--- src/sv/zft_pkg.sv ---
// ----------------------------------------------------------------------------
// zft_pkg
// Shared constants and types for the zone file tokenizer: character codes,
// default token limit and the result record carried through the output queue.
// ----------------------------------------------------------------------------
`default_nettype none

package zft_pkg;

    // character codes
    localparam logic [7:0] CH_SPACE  = 8'h20;
    localparam logic [7:0] CH_TAB    = 8'h09;
    localparam logic [7:0] CH_LF     = 8'h0A;
    localparam logic [7:0] CH_CR     = 8'h0D;
    localparam logic [7:0] CH_SEMI   = 8'h3B;
    localparam logic [7:0] CH_LPAREN = 8'h28;
    localparam logic [7:0] CH_RPAREN = 8'h29;
    localparam logic [7:0] CH_QUOTE  = 8'h22;
    localparam logic [7:0] CH_BSLASH = 8'h5C;

    // default limit on kept tokens per record
    localparam int MAX_TOKENS_DEF = 64;

    // field index width
    localparam int FIELD_W = 6;

    // output queue depth (two results may be pushed per request)
    localparam int QDEPTH = 4;
    localparam int QPTR_W = 2;

    // one result item
    typedef struct packed {
        logic               data_valid;
        logic [7:0]         out_byte;
        logic [FIELD_W-1:0] field_index;
        logic               token_first;
        logic               token_last;
        logic               record_end;
        logic               owner_blank;
        logic               run_last;
    } res_t;

endpackage

`default_nettype wire

--- src/sv/zone_file_tokenizer_unit.sv ---
// ----------------------------------------------------------------------------
// zone_file_tokenizer_unit
// Splits zone file text into tokens and records, one byte per clock when the
// queue has room, handling comments, parentheses, quoting and escapes.
// ----------------------------------------------------------------------------
// One text byte is taken per clock while at least two result queue entries
// are free. Each byte is scanned in a single pass of flag logic and yields
// zero, one or two result items, which go into a four-entry result queue;
// when results are produced faster than the result side takes them, the
// queue fills and input bytes are held off until it drains. Tokens beyond
// MAX_TOKENS in a record are scanned but dropped. s_tlast closes the buffer:
// any open token and non-empty record are ended and the tokenizer returns
// to its reset state.
// ----------------------------------------------------------------------------
`default_nettype none

module zone_file_tokenizer_unit #(
    parameter int MAX_TOKENS = zft_pkg::MAX_TOKENS_DEF
) (
    input  wire logic        aclk,
    input  wire logic        aresetn,
    // input text
    input  wire logic        s_tvalid,
    output logic             s_tready,
    input  wire logic [7:0]  s_tdata,   // [7:0] in_byte
    input  wire logic        s_tlast,   // in_last
    // results
    output logic             m_tvalid,
    input  wire logic        m_tready,
    // [7:0] out_byte, [13:8] field_index, [14] token_first, [15] token_last,
    // [16] record_end, [17] owner_blank, [23:18] zero
    output logic [23:0]      m_tdata,
    output logic             m_tuser,   // data_valid
    output logic             m_tlast    // run_last
);

    localparam int CNT_W = $clog2(MAX_TOKENS + 1);
    localparam int EXT_W = CNT_W + zft_pkg::FIELD_W;
    localparam int QD    = zft_pkg::QDEPTH;
    localparam int QW    = zft_pkg::QPTR_W;

    // scanner state
    logic             at_line_start_reg, at_line_start_next;
    logic             paren_open_reg, paren_open_next;
    logic             quote_open_reg, quote_open_next;
    logic             comment_skip_reg, comment_skip_next;
    logic             token_active_reg, token_active_next;
    logic             escape_pending_reg, escape_pending_next;
    logic             began_quoted_reg, began_quoted_next;
    logic             no_content_reg, no_content_next;
    logic             hold_valid_reg, hold_valid_next;
    logic [7:0]       hold_byte_reg, hold_byte_next;
    logic [CNT_W-1:0] token_count_reg, token_count_next;
    logic             owner_blank_reg, owner_blank_next;
    logic             tok_kept_reg, tok_kept_next;

    // results of this byte
    zft_pkg::res_t    res_next [2];
    logic [1:0]       res_cnt;

    // result queue
    zft_pkg::res_t    q_mem [QD];
    logic [QW-1:0]    q_wr_reg, q_rd_reg;
    logic [QW:0]      q_cnt_reg;

    logic             in_acc, out_acc;
    logic [QW:0]      push_cnt;

    assign in_acc   = s_tvalid && s_tready;
    assign out_acc  = m_tvalid && m_tready;
    assign s_tready = q_cnt_reg <= (QW + 1)'(QD - 2);

    // single pass over the incoming byte
    always_comb begin
        logic [7:0]       c;
        logic             blank, nl, delim_c;
        logic             tok_byte, is_first, do_content, do_end, do_delim;
        logic             emit_v, rec_req;
        logic [EXT_W-1:0] idx_ext;
        logic [zft_pkg::FIELD_W-1:0] idx;
        zft_pkg::res_t    e;

        c       = s_tdata;
        blank   = (c == zft_pkg::CH_SPACE) || (c == zft_pkg::CH_TAB);
        nl      = (c == zft_pkg::CH_LF) || (c == zft_pkg::CH_CR);
        delim_c = blank || nl || (c == zft_pkg::CH_SEMI) ||
                  (c == zft_pkg::CH_LPAREN) || (c == zft_pkg::CH_RPAREN);

        at_line_start_next  = at_line_start_reg;
        paren_open_next     = paren_open_reg;
        quote_open_next     = quote_open_reg;
        comment_skip_next   = comment_skip_reg;
        token_active_next   = token_active_reg;
        escape_pending_next = escape_pending_reg;
        began_quoted_next   = began_quoted_reg;
        no_content_next     = no_content_reg;
        hold_valid_next     = hold_valid_reg;
        hold_byte_next      = hold_byte_reg;
        token_count_next    = token_count_reg;
        owner_blank_next    = owner_blank_reg;
        tok_kept_next       = tok_kept_reg;

        res_next[0] = '0;
        res_next[1] = '0;
        res_cnt     = 2'd0;
        tok_byte    = 1'b0;
        is_first    = 1'b0;
        do_content  = 1'b0;
        do_end      = 1'b0;
        do_delim    = 1'b0;
        emit_v      = 1'b0;
        rec_req     = 1'b0;
        e           = '0;

        // line start: reset quoting, note inherited owner
        if (at_line_start_reg) begin
            at_line_start_next = 1'b0;
            quote_open_next    = 1'b0;
            owner_blank_next   = blank;
            token_count_next   = blank ? CNT_W'(1) : '0;
        end

        // choose the path for this byte
        if (comment_skip_reg) begin
            if (c == zft_pkg::CH_LF) begin
                comment_skip_next = 1'b0;
                do_delim          = 1'b1;
            end
        end else if (token_active_reg) begin
            tok_byte = 1'b1;
        end else if (delim_c) begin
            do_delim = 1'b1;
        end else begin
            token_active_next = 1'b1;
            no_content_next   = 1'b1;
            hold_valid_next   = 1'b0;
            began_quoted_next = (c == zft_pkg::CH_QUOTE);
            tok_kept_next     = token_count_next < CNT_W'(MAX_TOKENS);
            if (tok_kept_next) begin
                token_count_next = token_count_next + CNT_W'(1);
            end
            tok_byte = 1'b1;
            is_first = 1'b1;
        end

        // byte inside a token
        if (tok_byte) begin
            if (escape_pending_next) begin
                escape_pending_next = 1'b0;
                do_content          = 1'b1;
            end else if (c == zft_pkg::CH_BSLASH) begin
                escape_pending_next = 1'b1;
                do_content          = 1'b1;
            end else if (c == zft_pkg::CH_QUOTE) begin
                quote_open_next = !quote_open_next;
                do_content      = !is_first;
            end else if (quote_open_next ? nl : delim_c) begin
                do_end   = 1'b1;
                do_delim = 1'b1;
            end else begin
                do_content = 1'b1;
            end
        end

        // field index of the current token
        idx_ext = EXT_W'(token_count_next) - EXT_W'(1);
        idx     = (token_count_next == '0) ? '0 : idx_ext[zft_pkg::FIELD_W-1:0];

        // content byte: release the held byte, hold the new one
        if (do_content && tok_kept_next) begin
            if (hold_valid_next) begin
                e             = '0;
                e.data_valid  = 1'b1;
                e.out_byte    = hold_byte_next;
                e.field_index = idx;
                e.token_first = no_content_next;
                e.owner_blank = owner_blank_next;
                res_next[res_cnt[0]] = e;
                res_cnt         = res_cnt + 2'd1;
                no_content_next = 1'b0;
            end
            hold_byte_next  = c;
            hold_valid_next = 1'b1;
        end

        // token end from a delimiter
        if (do_end) begin
            if (tok_kept_next) begin
                emit_v        = hold_valid_next && !(began_quoted_next &&
                                hold_byte_next == zft_pkg::CH_QUOTE);
                e             = '0;
                e.data_valid  = emit_v;
                e.out_byte    = emit_v ? hold_byte_next : 8'd0;
                e.field_index = idx;
                e.token_first = no_content_next;
                e.token_last  = 1'b1;
                e.owner_blank = owner_blank_next;
                res_next[res_cnt[0]] = e;
                res_cnt = res_cnt + 2'd1;
            end
            token_active_next   = 1'b0;
            escape_pending_next = 1'b0;
            began_quoted_next   = 1'b0;
            no_content_next     = 1'b1;
            hold_valid_next     = 1'b0;
            hold_byte_next      = 8'd0;
            tok_kept_next       = 1'b0;
        end

        // delimiter effects
        if (do_delim) begin
            if (nl) begin
                if (!paren_open_next) begin
                    rec_req            = 1'b1;
                    at_line_start_next = 1'b1;
                end
            end else if (c == zft_pkg::CH_SEMI) begin
                comment_skip_next = 1'b1;
            end else if (c == zft_pkg::CH_LPAREN) begin
                paren_open_next = 1'b1;
            end else if (c == zft_pkg::CH_RPAREN) begin
                paren_open_next = 1'b0;
            end
        end

        // end of buffer closes an open token
        if (s_tlast && token_active_next) begin
            if (tok_kept_next) begin
                emit_v        = hold_valid_next && !(began_quoted_next &&
                                hold_byte_next == zft_pkg::CH_QUOTE);
                e             = '0;
                e.data_valid  = emit_v;
                e.out_byte    = emit_v ? hold_byte_next : 8'd0;
                e.field_index = idx;
                e.token_first = no_content_next;
                e.token_last  = 1'b1;
                e.owner_blank = owner_blank_next;
                res_next[res_cnt[0]] = e;
                res_cnt = res_cnt + 2'd1;
            end
        end

        // record end: merged onto the last result, else sent alone
        if ((rec_req || s_tlast) && token_count_next != '0) begin
            if (res_cnt == 2'd0) begin
                e             = '0;
                e.owner_blank = owner_blank_next;
                res_next[0]   = e;
                res_cnt       = 2'd1;
            end
            res_next[res_cnt[1]].record_end = 1'b1;
            token_count_next = '0;
        end

        // mark the last result of this byte
        if (res_cnt != 2'd0) begin
            res_next[res_cnt[1]].run_last = 1'b1;
        end

        // end of buffer returns everything to reset
        if (s_tlast) begin
            at_line_start_next  = 1'b1;
            paren_open_next     = 1'b0;
            quote_open_next     = 1'b0;
            comment_skip_next   = 1'b0;
            token_active_next   = 1'b0;
            escape_pending_next = 1'b0;
            began_quoted_next   = 1'b0;
            no_content_next     = 1'b1;
            hold_valid_next     = 1'b0;
            hold_byte_next      = 8'd0;
            token_count_next    = '0;
            owner_blank_next    = 1'b0;
            tok_kept_next       = 1'b0;
        end
    end

    // scanner state registers
    always_ff @(posedge aclk) begin
        if (!aresetn) begin
            at_line_start_reg  <= 1'b1;
            paren_open_reg     <= 1'b0;
            quote_open_reg     <= 1'b0;
            comment_skip_reg   <= 1'b0;
            token_active_reg   <= 1'b0;
            escape_pending_reg <= 1'b0;
            began_quoted_reg   <= 1'b0;
            no_content_reg     <= 1'b1;
            hold_valid_reg     <= 1'b0;
            token_count_reg    <= '0;
            owner_blank_reg    <= 1'b0;
            tok_kept_reg       <= 1'b0;
        end else if (in_acc) begin
            at_line_start_reg  <= at_line_start_next;
            paren_open_reg     <= paren_open_next;
            quote_open_reg     <= quote_open_next;
            comment_skip_reg   <= comment_skip_next;
            token_active_reg   <= token_active_next;
            escape_pending_reg <= escape_pending_next;
            began_quoted_reg   <= began_quoted_next;
            no_content_reg     <= no_content_next;
            hold_valid_reg     <= hold_valid_next;
            token_count_reg    <= token_count_next;
            owner_blank_reg    <= owner_blank_next;
            tok_kept_reg       <= tok_kept_next;
        end
    end

    // held byte needs no reset
    always_ff @(posedge aclk) begin
        if (in_acc) begin
            hold_byte_reg <= hold_byte_next;
        end
    end

    // result queue storage
    always_ff @(posedge aclk) begin
        if (in_acc) begin
            if (res_cnt != 2'd0) begin
                q_mem[q_wr_reg] <= res_next[0];
            end
            if (res_cnt == 2'd2) begin
                q_mem[q_wr_reg + QW'(1)] <= res_next[1];
            end
        end
    end

    assign push_cnt = in_acc ? (QW + 1)'(res_cnt) : '0;

    // result queue pointers and fill level
    always_ff @(posedge aclk) begin
        if (!aresetn) begin
            q_wr_reg  <= '0;
            q_rd_reg  <= '0;
            q_cnt_reg <= '0;
        end else begin
            q_wr_reg  <= q_wr_reg + push_cnt[QW-1:0];
            q_rd_reg  <= q_rd_reg + QW'(out_acc);
            q_cnt_reg <= q_cnt_reg + push_cnt - (QW + 1)'(out_acc);
        end
    end

    // output port
    assign m_tvalid = q_cnt_reg != '0;
    assign m_tuser  = q_mem[q_rd_reg].data_valid;
    assign m_tlast  = q_mem[q_rd_reg].run_last;
    assign m_tdata  = {6'd0,
                       q_mem[q_rd_reg].owner_blank,
                       q_mem[q_rd_reg].record_end,
                       q_mem[q_rd_reg].token_last,
                       q_mem[q_rd_reg].token_first,
                       q_mem[q_rd_reg].field_index,
                       q_mem[q_rd_reg].out_byte};

    // queue never overfills
    assert property (@(posedge aclk) disable iff (!aresetn)
        q_cnt_reg <= (QW + 1)'(QD))
        else $error("result queue overflow");

    // a comment and a token are never open together
    assert property (@(posedge aclk) disable iff (!aresetn)
        !(comment_skip_reg && token_active_reg))
        else $error("comment and token open together");

    // a held byte belongs to an open, kept token
    assert property (@(posedge aclk) disable iff (!aresetn)
        hold_valid_reg |-> (token_active_reg && tok_kept_reg))
        else $error("held byte outside a kept token");

    // token count saturates at the limit
    assert property (@(posedge aclk) disable iff (!aresetn)
        token_count_reg <= CNT_W'(MAX_TOKENS))
        else $error("token count beyond limit");

    // end of buffer leaves the scanner at a clean line start
    assert property (@(posedge aclk) disable iff (!aresetn)
        (in_acc && s_tlast) |=> (at_line_start_reg && !token_active_reg &&
                                 token_count_reg == '0 && !paren_open_reg))
        else $error("state not cleared after end of buffer");

endmodule

`default_nettype wire
--- config.mk ---
export PLATFORM = sky130hd
export DESIGN_NAME = zone_file_tokenizer_unit
export DESIGN_NICKNAME = d
export VERILOG_FILES = /design/src/sv/zft_pkg.sv /design/src/sv/zone_file_tokenizer_unit.sv
export SDC_FILE = /design/constraint.sdc
export NUM_CORES = 1
export LEC_CHECK = 0
export BUFFER_PORTS_ARGS = -buffer_cell sky130_fd_sc_hd__buf_2
export CAP_MARGIN = 15
export CELL_PAD_IN_SITES_DETAIL_PLACEMENT = 0
export CELL_PAD_IN_SITES_GLOBAL_PLACEMENT = 2
export CORE_AREA = 2 2 170 172
export CTS_CLUSTER_DIAMETER = 50
export CTS_CLUSTER_SIZE = 10
export DETAILED_ROUTE_END_ITERATION = 10
export DIE_AREA = 0 0 172 174
export PLACE_DENSITY = 0.59
export SYNTH_ARGS = -nofsm -noshare
export SYNTH_HDL_FRONTEND = slang
export SYNTH_SLANG_ARGS = --single-unit
--- constraint.sdc ---
create_clock -name aclk -period 5.6 [get_ports aclk]
set_input_delay 1.12 -clock aclk [delete_from_list [all_inputs] [get_ports aclk]]
set_output_delay 1.12 -clock aclk [all_outputs]
set_load 0.1 [all_outputs]
=== Yosys cells after proc, flatten, opt, wreduce, memory -nomap -nowiden ===
Memory sizes are Yosys's and may differ from the RTL's. A register that Yosys moved wholly into a read port is not among the register bits.
Index checks and enable logic that the tools add are counted.

* Register bits: 33
* Memory bits (writable): 80
* Bits of input ports: 13
* Output and inout bits: 28
* Logic and storage cells: 220
* Memories: 1

* Add/subtract/negate cells: 9
* Magnitude comparators: 10
* Equality and inequality tests: 14
* Multiplexer cells: 132
* Bitwise gates (word level): 4
* Reduce and logical (&&, ||, !) cells: 34

{| class="wikitable"
|+ Memories
! name !! words !! bits a word !! rd ports !! clocked after Yosys merged registers in !! write ports !! line !! text
|-
| q_mem || 4 || 20 || 1 || 1 || 2 || zone_file_tokenizer_unit.sv:62 || <nowiki>zft_pkg::res_t q_mem [QD];</nowiki>
|}

{| class="wikitable"
|+ Operators with widths
! kind !! number
|-
| $mux 40 || 6
|-
| $bwmux 40 || 4
|-
| $mux 20 || 6
|-
| $mux 1 || 90
|-
| $demux 20 s1 || 4
|-
| $eq 8x6->1 const B || 7
|-
| $mux 7 || 7
|-
| $mux 8 || 4
|-
| $eq 8x4->1 const B || 3
|-
| $mux 2 || 9
|-
| $logic_and 1x1->1 || 13
|-
| $reduce_bool 3->1 || 3
|-
| $eq 8x7->1 const B || 1
|-
| $ge 2x2->1 const B || 4
|-
| $lt 2x1->1 const B || 4
|-
| $not 1->2 || 4
|-
| $add 7x1->7 const B || 1
|-
| $logic_not 7->1 || 1
|-
| $logic_or 1x1->1 || 7
|-
| $lt 7x7->1 const B || 1
|-
| $reduce_bool 7->1 || 1
|-
| $add 2x1->2 const B || 3
|-
| $mux 6 || 1
|-
| $sub 6x1->6 const B || 1
|-
| 13 further kinds || 18
|}

=== Logic depth before layout (Yosys ltp) ===
Gate-level depths: netlist of the first run.

* Depth after elaboration: 34
* Gate-level depth with buffers: 20
* Gate-level depth less buffers: 18

=== Least setup slack after synthesis of the first run ===
OpenSTA, ideal clock, no wires.

* Path kind: in2reg
* Start point: in s_tdata[0]
* End point: mem q_mem[1][0] in the netlist's numbering, enable pin
* Library setup time: 0.422 ns
* Arrival time: 5.191 ns
* Data required time: 5.178 ns
* Setup slack: -0.013 ns
* Stages: 13
* Buffers on the path: 3
* Cell sequence: buf_4 -> nor3b_1 -> o211a_4 -> a211o_1 -> a31oi_1 -> clkbuf_1 -> ha_1 -> a31oi_1 -> ha_1 -> a32o_2 -> clkbuf_1 -> a22oi_1 -> nor3_1

{| class="wikitable"
|+ RTL lines
! item !! line !! text
|-
| from (decl) || zone_file_tokenizer_unit.sv:25 || <nowiki>input wire logic [7:0] s_tdata,</nowiki>
|-
| to (decl) || zone_file_tokenizer_unit.sv:62 ||
|}

=== Worst setup path in the final report of the first run ===
* Start point: in s_tdata[1]
* End point: reg q_cnt_reg[2]

* Word-level cells in the longest chain between the ends: 29
* Elaborated cells between the ends (all ways): 80
* Those cells by class: add/sub (5); order compare (1); eq/ne (9); mux (52); reduce/logical (13)

{| class="wikitable"
|+ Ends and longest elaborated chain
! item !! line !! text
|-
| parallel branches: the longest is 25 deep, another holds $lt 7x7->1 || n/a ||
|-
| $mux 2 * || zone_file_tokenizer_unit.sv:244 || <nowiki>if ((rec_req || s_tlast) && token_count_next != '0) begin</nowiki>
|-
| $mux 2 * || zone_file_tokenizer_unit.sv:328 || <nowiki>assign push_cnt = in_acc ? (QW + 1)'(res_cnt) : '0;</nowiki>
|-
| $add 3x2->3 * || zone_file_tokenizer_unit.sv:339 || <nowiki>q_cnt_reg <= q_cnt_reg + push_cnt - (QW + 1)'(out_acc);</nowiki>
|-
| $sub 3x1->3 * || zone_file_tokenizer_unit.sv:339 ||
|-
| to (signal assigned) || zone_file_tokenizer_unit.sv:339 ||
|-
| to (decl) || zone_file_tokenizer_unit.sv:64 || <nowiki>logic [QW:0] q_cnt_reg;</nowiki>
|}

Mark *: on every way between the ends. The select of a mux whose other input is x is not followed.
A chain may end at the register's enable or synchronous reset.

==> results by group, run 1 <==
Synth
  • Synth area leader: edfxtp_1
  • Most common cell in the netlist: edfxtp_1
  • Top FF cell, synth: edfxtp_1
  • Post-synth EDFFs: 88
  • Post-Syn Area: 0.00662 mm²
  • Post-synthesis async set-or-reset flop share: 0%
  • Yosys warnings: 0
  • Cells after Synth: 610
  • FF+latch count, synth: 113
  • Area share of the largest cell type after synthesis: 39.9%
  • Syn avg cell area: 10.8 µm²
  • Leading post-synthesis cells by cell area: edfxtp_1 (40%), dfxtp_1 (7.6%), mux4_2 (6.8%), nor2_1 (3.3%), nand2_1 (3.0%)
  • Register area share after synthesis: 47.5%
  • Most frequent cells after synthesis: edfxtp_1 (88), nor2_1 (58), nand2_1 (52)
  • Synth unique cells: 77

Layout
  • Nets@finish: 686
  • Max reg flops: 80
  • Area occupied by multi-input gates: 0.00326 mm²
  • Layout cells sized above 1: 23.1%
  • Ant. Diodes: 0
  • Fillers: 2984
  • Layout Utilization: 27.9%
  • Area Growth Syn to Fin: 19.2%
  • Register Area: 0.00314 mm²

Critical path
  • Arr. time, crit path: 5120 ps
  • Setup slack, reg-to-reg: 1380 ps
  • Cell depth of the worst flop-to-flop path: 17
  • Worst r2r dst: q_cnt_reg[2]
  • CP endpoint kind: flop
  • Reg2reg start: at_line_start_reg
  • Crit path required time: 5910 ps
  • Crit path launch type: input pin
  • Crit Path Max Fanout: 9
  • Critical path class: input pin to flop

STA
  • Final worst slack: 783 ps
  • Period minus WS final: 4820 ps
  • Slew Viols, Final: 0
  • Setup violators final: 0
  • RSZ-0062 raised after global routing: no
  • Worst slew pin tran: 962 ps
  • Max Clock Freq: 208 MHz
  • Endpoints failing hold: 0
  • Rel. slew slack: 35.3%
  • Fin crit share: 86.0%
  • Final setup skew: 14.3 ps
  • Final hold slack: 476 ps

CTS
  • Clock Latency Late Sink: 420 ps
  • CTS sink cnt: 113
  • Post-cts resize count: 0
  • Hold buffer count at cts: 0
  • Root Driver: clkbuf_16
  • Number of H-tree levels: 4
  • Num CTS Buffers: 17
  • Buffers inserted by post-CTS timing repair: 0
  • CTS tree: yes
  • CTS Buffer Depth: 2
  • CTS clk-pin slew, worst paths: 60 ps

Detailed routing
  • WL per Instance: 18.2 µm
  • Initial DRC count: 313
  • Vias per inst: 4.81
  • Post-DRT Antenna Nets: 0
  • DR vias: 5085
  • Residual DRC: 0
  • DRT Pass-1 Iters: 5
  • Total Wirelength: 19300 µm

Global route
  • Largest net degree at the start of global routing: 26
  • Initial antenna violation count: 0
  • GRT Util Overall: 13.5%
  • Global-route wire length before repair: 30400 µm
  • Global route overflow: 0
  • Vias in the first global route: 5190

Placement
  • Setup WS pre-CTS: 383 ps
  • Final GP Congestion: 0.818
  • DPL Wire Length: 13700 µm
  • IO Port Bufs: 34

Floorplanning
  • Top Ports: 41
  • Die Wd: 172 µm
  • DIE AREA: 0.0299 mm²
  • Site row count: 62
  • Core area: 0.0282 mm²
  • Die H: 174 µm
  • Initial Utilization: 23.4%

Power and ir drop
  • Net Sw Power: 1.50 mW
  • Flop pwr share: 30.4%
  • Sw Share: 43.2%
  • Comb power frac: 39.9%
  • P_leak: 2.83 nW
  • Pwr Density: 441 mW/mm²
  • Int Power: 1.98 mW
  • Max IR drop VDD: 0.000162 V
  • Tot Pwr: 3.48 mW
  • Clock share of power: 29.7%

Run status
  • Status: complete, no violations

Worst hold path
  • Worst min path class: flop to flop
  • Hold depth: 2
  • Worst Hold End: paren_open_reg
  • Hold wc startpoint: paren_open_reg

Job
  • Max Cap Violations: 0
[how the worst max path moves through the flow]
stage | from | endpoint | cells past startpoint
after global routing | s_tdata[1] | q_cnt_reg[2] | 18
after floorplan | s_tdata[0] | q_mem[0][0] | 13
after CTS | s_tdata[0] | q_cnt_reg[2] | 18
after detailed placement | s_tdata[1] | q_cnt_reg[2] | 18
final | s_tdata[1] | q_cnt_reg[2] | 18
after global placement | s_tdata[1] | q_cnt_reg[2] | 18
[cell usage in the layout, fill, tap and decap left out, types with 22 or more instances in the layout]
cell       n
nand2_1   52
buf_4     28
o21ai_0   22
buf_2     34
nor2_1    57
o22ai_1   30
nor2b_1   25
dfxtp_1   25
a21oi_1   24
edfxtp_1  88
[per-stage QoR]
step | cell area, µm² | setup TNS [ps] | cells
after global placement | 7330 | 0 | 1026
after floorplan | 6640 | -350 | 615
after CTS | 7890 | 0 | 1058
final | 7890 | 0 | 1058
after detailed placement | 7330 | 0 | 1026
after global routing | 7890 | 0 | 1058
[power by group through the flow]
stage | sequential [mW] | combinational [mW] | clock [mW]
finish | 1.06 | 1.39 | 1.03
global route | 1.07 | 1.48 | 1.09
CTS | 1.06 | 1.41 | 1.05
detailed placement | 1.08 | 1.40 | 0
global placement | 1.07 | 1.40 | 0
floorplan | 1.06 | 1.12 | 0
[per-layer routing]
layer,routed length (µm),vias up,part of all wire (%),GRT usage [%]
li1,-,2403,-,-
met1,8880,2534,46,17.8
met2,9330,124,48,22.0
met3,718,24,3.7,2.80
met4,335,0,1.7,4.24
met5,0,-,0,0
[critical path: stages]
cell     delay (ps)
buf_2           170
and3b_1         220
o211a_4         300
o41ai_1         450
o21ai_0         240
ha_1            360
a31oi_1         170
ha_1            240
a32o_2          240
o21ai_0         170
nand2_1         100
ha_1            290
inv_1            40
ha_1            190
fa_1            380
xnor2_1         200
xnor2_1          80
and2_1          150
[kinds of logic after synthesis]
kind of cell    synth area share (%)
simple gates                    19.4
compound gates                  14.8
flops                           47.5
buf+inv                         3.76
mux                             10.5
fa+ha+maj                       2.38
xor+xnor                        1.59
other cells                   0.0567
[layout make-up]
| class | count | area share (%) |
|---|---|---|
| flip-flops and latches | 113 | 39.9 |
| well taps | 384 | 6.09 |
| clock inverters | 15 | 1.71 |
| inverters | 17 | 0.809 |
| clock buffers | 17 | 5.39 |
| repair buffers | 62 | 4.82 |
| multi-input cells | 450 | 41.3 |
No activity file was read; power rests on OpenSTA's default activity.
==> inputs of run 2 (changes only) <==
ABC_AREA = 1   (was not set)
CORE_AREA = 2 2 174 176   (was 2 2 170 172)
DIE_AREA = 0 0 176 178   (was 0 0 172 174)
PLACE_DENSITY = 0.64   (was 0.59)
==> run 2 against run 1 <==
  * Non-clock buffer count down 5
  * Critical path depth up 12
  * Final area up 5.3%
  * Power up 13%
  * Wire length up 14%
  * Die area up 4.7%
  * Setup slack worse by 110 ps
  * Largest cell class unchanged
  * Utilization up 0.30 points
  * Combinational power up 23%
==> results by group, run 2 <==
Run status
  • Status: complete, no violations

Detailed routing
  • Vias per inst: 4.37 (-9.1%)
  • WL per Instance: 16.4 µm (-9.9%)
  • Initial DRC count: 349 (+12%)
  • Post-DRT Antenna Nets: 0 (unchanged)
  • DRT Pass-1 Iters: 4 (-1)
  • DR vias: 5853 (+15%)
  • Residual DRC: 0 (unchanged)
  • Total Wirelength: 22000 µm (+14%)

CTS
  • Post-cts resize count: 0 (unchanged)
  • CTS sink cnt: 113 (unchanged)
  • Buffers inserted by post-CTS timing repair: 0 (unchanged)
  • CTS clk-pin slew, worst paths: 60 ps (about the same)
  • Hold buffer count at cts: 0 (unchanged)
  • Root Driver: clkbuf_16
  • Number of H-tree levels: 4 (unchanged)
  • CTS Buffer Depth: 2 (unchanged)
  • Clock Latency Late Sink: 430 ps (about the same)
  • Num CTS Buffers: 17 (unchanged)
  • CTS tree: yes

Synth
  • Synth unique cells: 46 (-40%)
  • Cells after Synth: 891 (+46%)
  • Area share of the largest cell type after synthesis: 37.7% (-2.2 points)
  • Register area share after synthesis: 44.9% (-2.6 points)
  • Leading post-synthesis cells by cell area: edfxtp_1 (38%), nand2_1 (14%), dfxtp_1 (7.1%), o21ai_0 (6.2%), nor2_1 (6.0%)
  • Most common cell in the netlist: nand2_1
  • FF+latch count, synth: 113 (unchanged)
  • Syn avg cell area: 7.86 µm² (-28%)
  • Post-Syn Area: 0.00700 mm² (+5.8%)
  • Post-synth EDFFs: 88 (unchanged)
  • Post-synthesis async set-or-reset flop share: 0% (unchanged)
  • Yosys warnings: 0 (unchanged)
  • Top FF cell, synth: edfxtp_1
  • Synth area leader: edfxtp_1
  • Most frequent cells after synthesis: nand2_1 (261), nor2_1 (111), edfxtp_1 (88)

STA
  • Endpoints failing hold: 0 (unchanged)
  • Final worst slack: 669 ps (-114 ps)
  • Max Clock Freq: 203 MHz (-2.3%)
  • Final hold slack: 460 ps (-15.6 ps)
  • RSZ-0062 raised after global routing: no
  • Worst slew pin tran: 770 ps (-192 ps)
  • Fin crit share: 88.1% (+2.0 points)
  • Slew Viols, Final: 0 (unchanged)
  • Rel. slew slack: 48.6% (+13 points)
  • Period minus WS final: 4930 ps (+114 ps)
  • Final setup skew: 9.18 ps (-5.15 ps)
  • Setup violators final: 0 (unchanged)

Critical path
  • Critical path class: input pin to flop
  • Slowest stage delay, CP: 370 ps (-80 ps)
  • Critical path startpoint: s_tdata[7]
  • Critical path depth: 30 (+12)
  • Arr. time, crit path: 5250 ps (+130 ps)
  • Worst setup path end: q_cnt_reg[2]
  • Crit path required time: 5920 ps (about the same)
  • Worst r2r dst: q_cnt_reg[2]
  • Critical Path Most Common Cell: nand2_1
  • Crit path launch type: input pin
  • Crit path max-delay family: simple AND/OR/NAND/NOR gates
  • Crit Path Max Fanout: 10 (+1)
  • Slowest cell on the critical path: fa_1
  • CP endpoint kind: flop
  • Reg2reg start: comment_skip_reg
  • Cell depth of the worst flop-to-flop path: 24 (+7)
  • Setup slack, reg-to-reg: 1160 ps (-220 ps)
  • CP Buf/Inv Count: 6 (+4)

Worst hold path
  • Hold wc startpoint: no_content_reg
  • Worst min path class: flop to flop

Placement
  • Setup WS pre-CTS: 184 ps (-199 ps)
  • IO Port Bufs: 34 (unchanged)
  • DPL Wire Length: 15500 µm (+13%)
  • Final GP Congestion: 0.784 (-4.2%)

Power and ir drop
  • P_leak: 3.52 nW (+24%)
  • Tot Pwr: 3.94 mW (+13%)
  • Max IR drop VDD: 0.000174 V (+7.8%)
  • Pwr Density: 474 mW/mm² (+7.4%)

Layout
  • Area Growth Syn to Fin: 18.5%
  • Commonest non-fill, non-tap cell in the layout: nand2_1
  • Register Area: 0.00314 mm² (unchanged)
  • Ant. Diodes: 0 (unchanged)
  • Area occupied by multi-input gates: 0.00337 mm² (+3.4%)
  • Fillers: 3209 (+7.5%)
  • Max reg flops: 80 (unchanged)
  • Commonest cells after routing, fill and taps aside: nand2_1 (261), nor2_1 (111), edfxtp_1 (88), o21ai_0 (84), inv_1 (64)
  • Layout cells sized above 1: 16.4% (-6.7 points)
  • Nets@finish: 962 (+40%)

Floorplanning
  • Initial Utilization: 23.8% (+0.38 points)
  • Die Wd: 176 µm (+2.3%)
  • Top Ports: 41 (unchanged)
  • DIE AREA: 0.0313 mm² (+4.7%)
  • Site row count: 63 (+1.6%)
  • Die H: 178 µm (+2.3%)
  • Core area: 0.0294 mm² (+4.1%)

Global route
  • Global-route wire length before repair: 34900 µm (+15%)
  • Largest net degree at the start of global routing: 42 (+62%)
  • Global route overflow: 0 (unchanged)
  • Vias in the first global route: 5852 (+13%)
  • Initial antenna violation count: 0 (unchanged)
  • GRT Util Overall: 14.7% (+1.3 points)

Job
  • Max Cap Violations: 0 (unchanged)
==> run 2: cell types whose count changed after synthesis, moves of 10 or more <==
cell,change
inv_1,+47
nand3_1,+34
mux4_2,-20
nand2b_1,-11
nor2b_1,-25
and2_1,-16
inv_2,+14
nor2_1,+53
nand2_1,+209
o22ai_1,-10
mux2i_1,-16
o21ai_0,+63
==> run 2: area by class of cell <==
class | instances | area share (%)
clock buffers | 17 | 5.13
flip-flops and latches | 113 | 37.9
inverters | 81 | 3.72
multi-input cells | 667 | 40.6
clock inverters | 15 | 2.10
well taps | 390 | 5.88
repair buffers | 57 | 4.73
==> run 2: logic make-up after synthesis <==
| group | Yosys count | synth area share [%] |
|---|---|---|
| simple gates | 473 | 30.5 |
| compound gates | 168 | 13.7 |
| buf+inv | 116 | 7.49 |
| flops | 113 | 44.9 |
| fa+ha+maj | 12 | 2.25 |
| xor+xnor | 8 | 1.11 |
| other cells | 1 | 0.0536 |
==> run 2: how the worst min path moves through the flow <==
stage                              end  slack, ps  cells past startpoint
floorplan               paren_open_reg        430                      2
global placement        no_content_reg        450                      2
detailed placement      paren_open_reg        450                      2
CTS                     paren_open_reg        460                      2
global route        token_count_reg[3]        490                      2
finish                  no_content_reg        460                      2
==> run 2: worst register-to-register path: cells and delay by family, from the launching register on <==
family / cells / cell delay [ps]
compound gates: 4 / 620
fa+ha+maj: 5 / 1440
simple gates: 10 / 1470
xor+xnor: 1 / 180
flops: 1 / 400
buf+inv: 4 / 220
==> run 2: where the power goes <==
part / total, mW / switching [mW] / internal (mW)
combinational: 1.71 / 1.39 / 0.319
clock: 1.13 / 0.458 / 0.669
sequential: 1.10 / 0.0456 / 1.05
==> run 2: per-stage QoR <==
| step | area [µm²] | TNS [ps] | cells | utilization (%) |
|---|---|---|---|---|
| global route | 8300 | 0 | 1340 | 28.2 |
| finish | 8300 | 0 | 1340 | 28.2 |
| floorplan | 7020 | -9370 | 896 | - |
| detailed placement | 7700 | 0 | 1308 | 26.2 |
| global placement | 7700 | 0 | 1308 | 26.2 |
| CTS | 8300 | 0 | 1340 | 28.2 |
==> run 2: routing by layer <==
| layer | share of wire [%] | global-route usage, % | vias up |
|---|---|---|---|
| met4 | 1.2 | 4.17 | 0 |
| met3 | 2.8 | 2.09 | 20 |
| met5 | 0 | 0 | - |
| met1 | 51 | 20.9 | 2685 |
| li1 | - | - | 3049 |
| met2 | 45 | 23.4 | 99 |
==> inputs of run 3 (changes only) <==
CELL_PAD_IN_SITES_DETAIL_PLACEMENT = not set   (was 0)
CELL_PAD_IN_SITES_GLOBAL_PLACEMENT = not set   (was 2)
PLACE_DENSITY = 0.45   (was 0.64)
==> run 3 against run 2 <==
  * Utilization is 0.060 points lower
  * Sequential share of layout area up 0.080 points
  * Clock power up 4%
  * Combinational power barely moved
  * Flip-flop and latch count is the same
  * Final area fell by 0.21%
  * Register-to-register slack better by 30 ps
  * First-iteration DRC count rose by 30%
  * Critical path depth is the same
  * Maximum frequency is 0.42% higher
  * Wire length decreased by 5.8%
  * Cell count down 0.37%
  * Largest cell class unchanged
==> results by group, run 3 (synthesized netlist as in run 2, its figures left out) <==
Run status
  • Status: complete, no violations

Global route
  • Vias in the first global route: 5837 (-0.26%)
  • Largest net degree at the start of global routing: 43 (+2.4%)
  • Initial antenna violation count: 2 (+2)
  • GRT Util Overall: 14.0% (-0.72 points)
  • Global-route wire length before repair: 33700 µm (-3.5%)
  • Global route overflow: 0 (unchanged)

Placement
  • DP Area: 0.00766 mm² (-0.58%)
  • # placed instances: 1302 (-0.46%)
  • DPL Wire Length: 14400 µm (-7.4%)
  • IO Port Bufs: 34 (unchanged)
  • Final GP Congestion: 0.813 (+3.7%)

Floorplanning
  • DIE AREA: 0.0313 mm² (unchanged)
  • Core area: 0.0294 mm² (unchanged)
  • Top Ports: 41 (unchanged)
  • Die Wd: 176 µm (unchanged)
  • Die H: 178 µm (unchanged)
  • Initial Utilization: 23.8% (unchanged)
  • Site row count: 63 (unchanged)

Critical path
  • Slowest stage delay, CP: 380 ps (about the same)
  • Reg2reg start: comment_skip_reg
  • CP Buf/Inv Count: 6 (unchanged)
  • Slowest cell on the critical path: fa_1
  • Setup slack, reg-to-reg: 1190 ps (+30 ps)
  • Worst r2r dst: q_cnt_reg[2]
  • Critical Path Most Common Cell: nand2_1
  • Crit path launch type: input pin
  • Critical path class: input pin to flop
  • Critical path depth: 30 (unchanged)
  • Crit path required time: 5900 ps (-20 ps)
  • Critical path startpoint: s_tdata[2]
  • Crit path max-delay family: simple AND/OR/NAND/NOR gates
  • Worst setup path end: q_cnt_reg[2]
  • Arr. time, crit path: 5210 ps (-40 ps)
  • Crit Path Max Fanout: 10 (unchanged)
  • CP endpoint kind: flop
  • Cell depth of the worst flop-to-flop path: 24 (unchanged)

STA
  • RSZ-0062 raised after global routing: no
  • Endpoints failing hold: 0 (unchanged)
  • Rel. slew slack: 50.9% (+2.2 points)
  • Max Clock Freq: 204 MHz (+0.42%)
  • Period minus WS final: 4910 ps (-20.8 ps)
  • Setup violators final: 0 (unchanged)
  • Fin crit share: 87.7% (-0.37 points)
  • Worst slew pin tran: 734 ps (-35.6 ps)
  • Setup TNS: 0 ps (unchanged)
  • Slew Viols, Final: 0 (unchanged)
  • Final setup skew: 8.43 ps (-0.748 ps)

Layout
  • Nets@finish: 956 (-0.62%)
  • Area Growth Syn to Fin: 18.3%
  • Fillers: 3167 (-1.3%)
  • Commonest cells after routing, fill and taps aside: nand2_1 (261), nor2_1 (111), edfxtp_1 (88), o21ai_0 (84), inv_1 (64)
  • Final cell count without fillers: 1335 (-0.37%)
  • Commonest non-fill, non-tap cell in the layout: nand2_1
  • Layout cells sized above 1: 15.9% (-0.53 points)
  • Max reg flops: 80 (unchanged)
  • Non-Filler Cell Area, Final: 0.00828 mm² (-0.21%)

Worst hold path
  • Worst min path class: flop to flop
  • Hold wc startpoint: owner_blank_reg

Detailed routing
  • Initial DRC count: 454 (+30%)
  • Vias per inst: 4.47 (+2.4%)
  • DR vias: 5971 (+2.0%)
  • Total Wirelength: 20700 µm (-5.8%)
  • DRT Pass-1 Iters: 5 (+1)
  • Residual DRC: 0 (unchanged)
  • WL per Instance: 15.5 µm (-5.4%)
  • Post-DRT Antenna Nets: 0 (unchanged)

Power and ir drop
  • P_leak: 3.50 nW (-0.48%)
  • Pwr Density: 480 mW/mm² (+1.2%)
  • Clock share of power: 29.4% (+0.8 points)
  • Flop pwr share: 27.7% (-0.2 points)
  • Int Power: 2.08 mW (+2.0%)
  • Max IR drop VDD: 0.000228 V (+31%)
  • Net Sw Power: 1.89 mW (-0.14%)
  • Sw Share: 47.6% (-0.53 points)
  • Comb power frac: 42.9% (-0.5 points)

CTS
  • Number of H-tree levels: 4 (unchanged)
  • Num CTS Buffers: 17 (unchanged)
  • CTS sink cnt: 113 (unchanged)
  • CTS tree: yes
  • Hold buffer count at cts: 0 (unchanged)
  • Buffers inserted by post-CTS timing repair: 0 (unchanged)
  • CTS clk-pin slew, worst paths: 60 ps (about the same)
  • Root Driver: clkbuf_16
  • Clock Latency Late Sink: 410 ps (-20 ps)
  • Post-cts resize count: 0 (unchanged)
  • CTS Buffer Depth: 2 (unchanged)

Job
  • Max Cap Violations: 0 (unchanged)
==> run 3: worst min-delay path by stage <==
| stage | cells past startpoint | end | slack (ps) |
|---|---|---|---|
| 2_1_floorplan | 2 | paren_open_reg | 430 |
| 3_3_place_gp | 2 | no_content_reg | 450 |
| 3_5_place_dp | 2 | owner_blank_reg | 460 |
| 4_1_cts | 2 | owner_blank_reg | 470 |
| 5_1_grt | 2 | token_count_reg[5] | 480 |
| 6_report | 2 | owner_blank_reg | 460 |
==> run 3: cell type report <==
type,instances,area [µm²],share of cell area (%)
Clock buffer,17,425,5.14
Sequential cell,113,3140,37.9
Timing Repair Buffer,51,348,4.20
Inverter,81,309,3.73
Multi-Input combinational cell,667,3370,40.7
Clock inverter,15,199,2.40
Antenna cell,1,2.50,0.0302
Tap cell,390,488,5.89
==> run 3: power by group through the flow <==
stage / logic [mW] / clock network, mW / registers (mW)
6_report: 1.71 / 1.17 / 1.10
5_1_grt: 1.85 / 1.22 / 1.11
4_1_cts: 1.73 / 1.19 / 1.10
3_5_place_dp: 1.73 / 0 / 1.12
3_3_place_gp: 1.72 / 0 / 1.12
2_1_floorplan: 1.34 / 0 / 1.11
==> run 3: routing by layer <==
metal  global-route usage, %  part of all wire [%]  vias up
met5                       0                 0.063        -
met3                    2.56                   3.6       13
met4                    3.51                  0.75        2
met1                    19.7                    50     2798
met2                    22.2                    45      114
li1                        -                     -     3044
==> run 3: tightest hold or removal path, stage by stage (launching register included) <==
cell	delay, ps
dfxtp_1	310
nand2_1	60
a21oi_1	50
==> run 3: through the flow <==
stage | total power, mW | worst slack [ps] | hold WS [ps] | utilization (%)
detailed placement | 2.85 | 250 | 458 | 26.0
global placement | 2.84 | 333 | 451 | 26.0
global route | 4.18 | 210 | 484 | 28.2
finish | 3.97 | 690 | 464 | 28.2
CTS | 4.02 | 679 | 468 | 28.2
floorplan | 2.45 | -156 | 435 | -
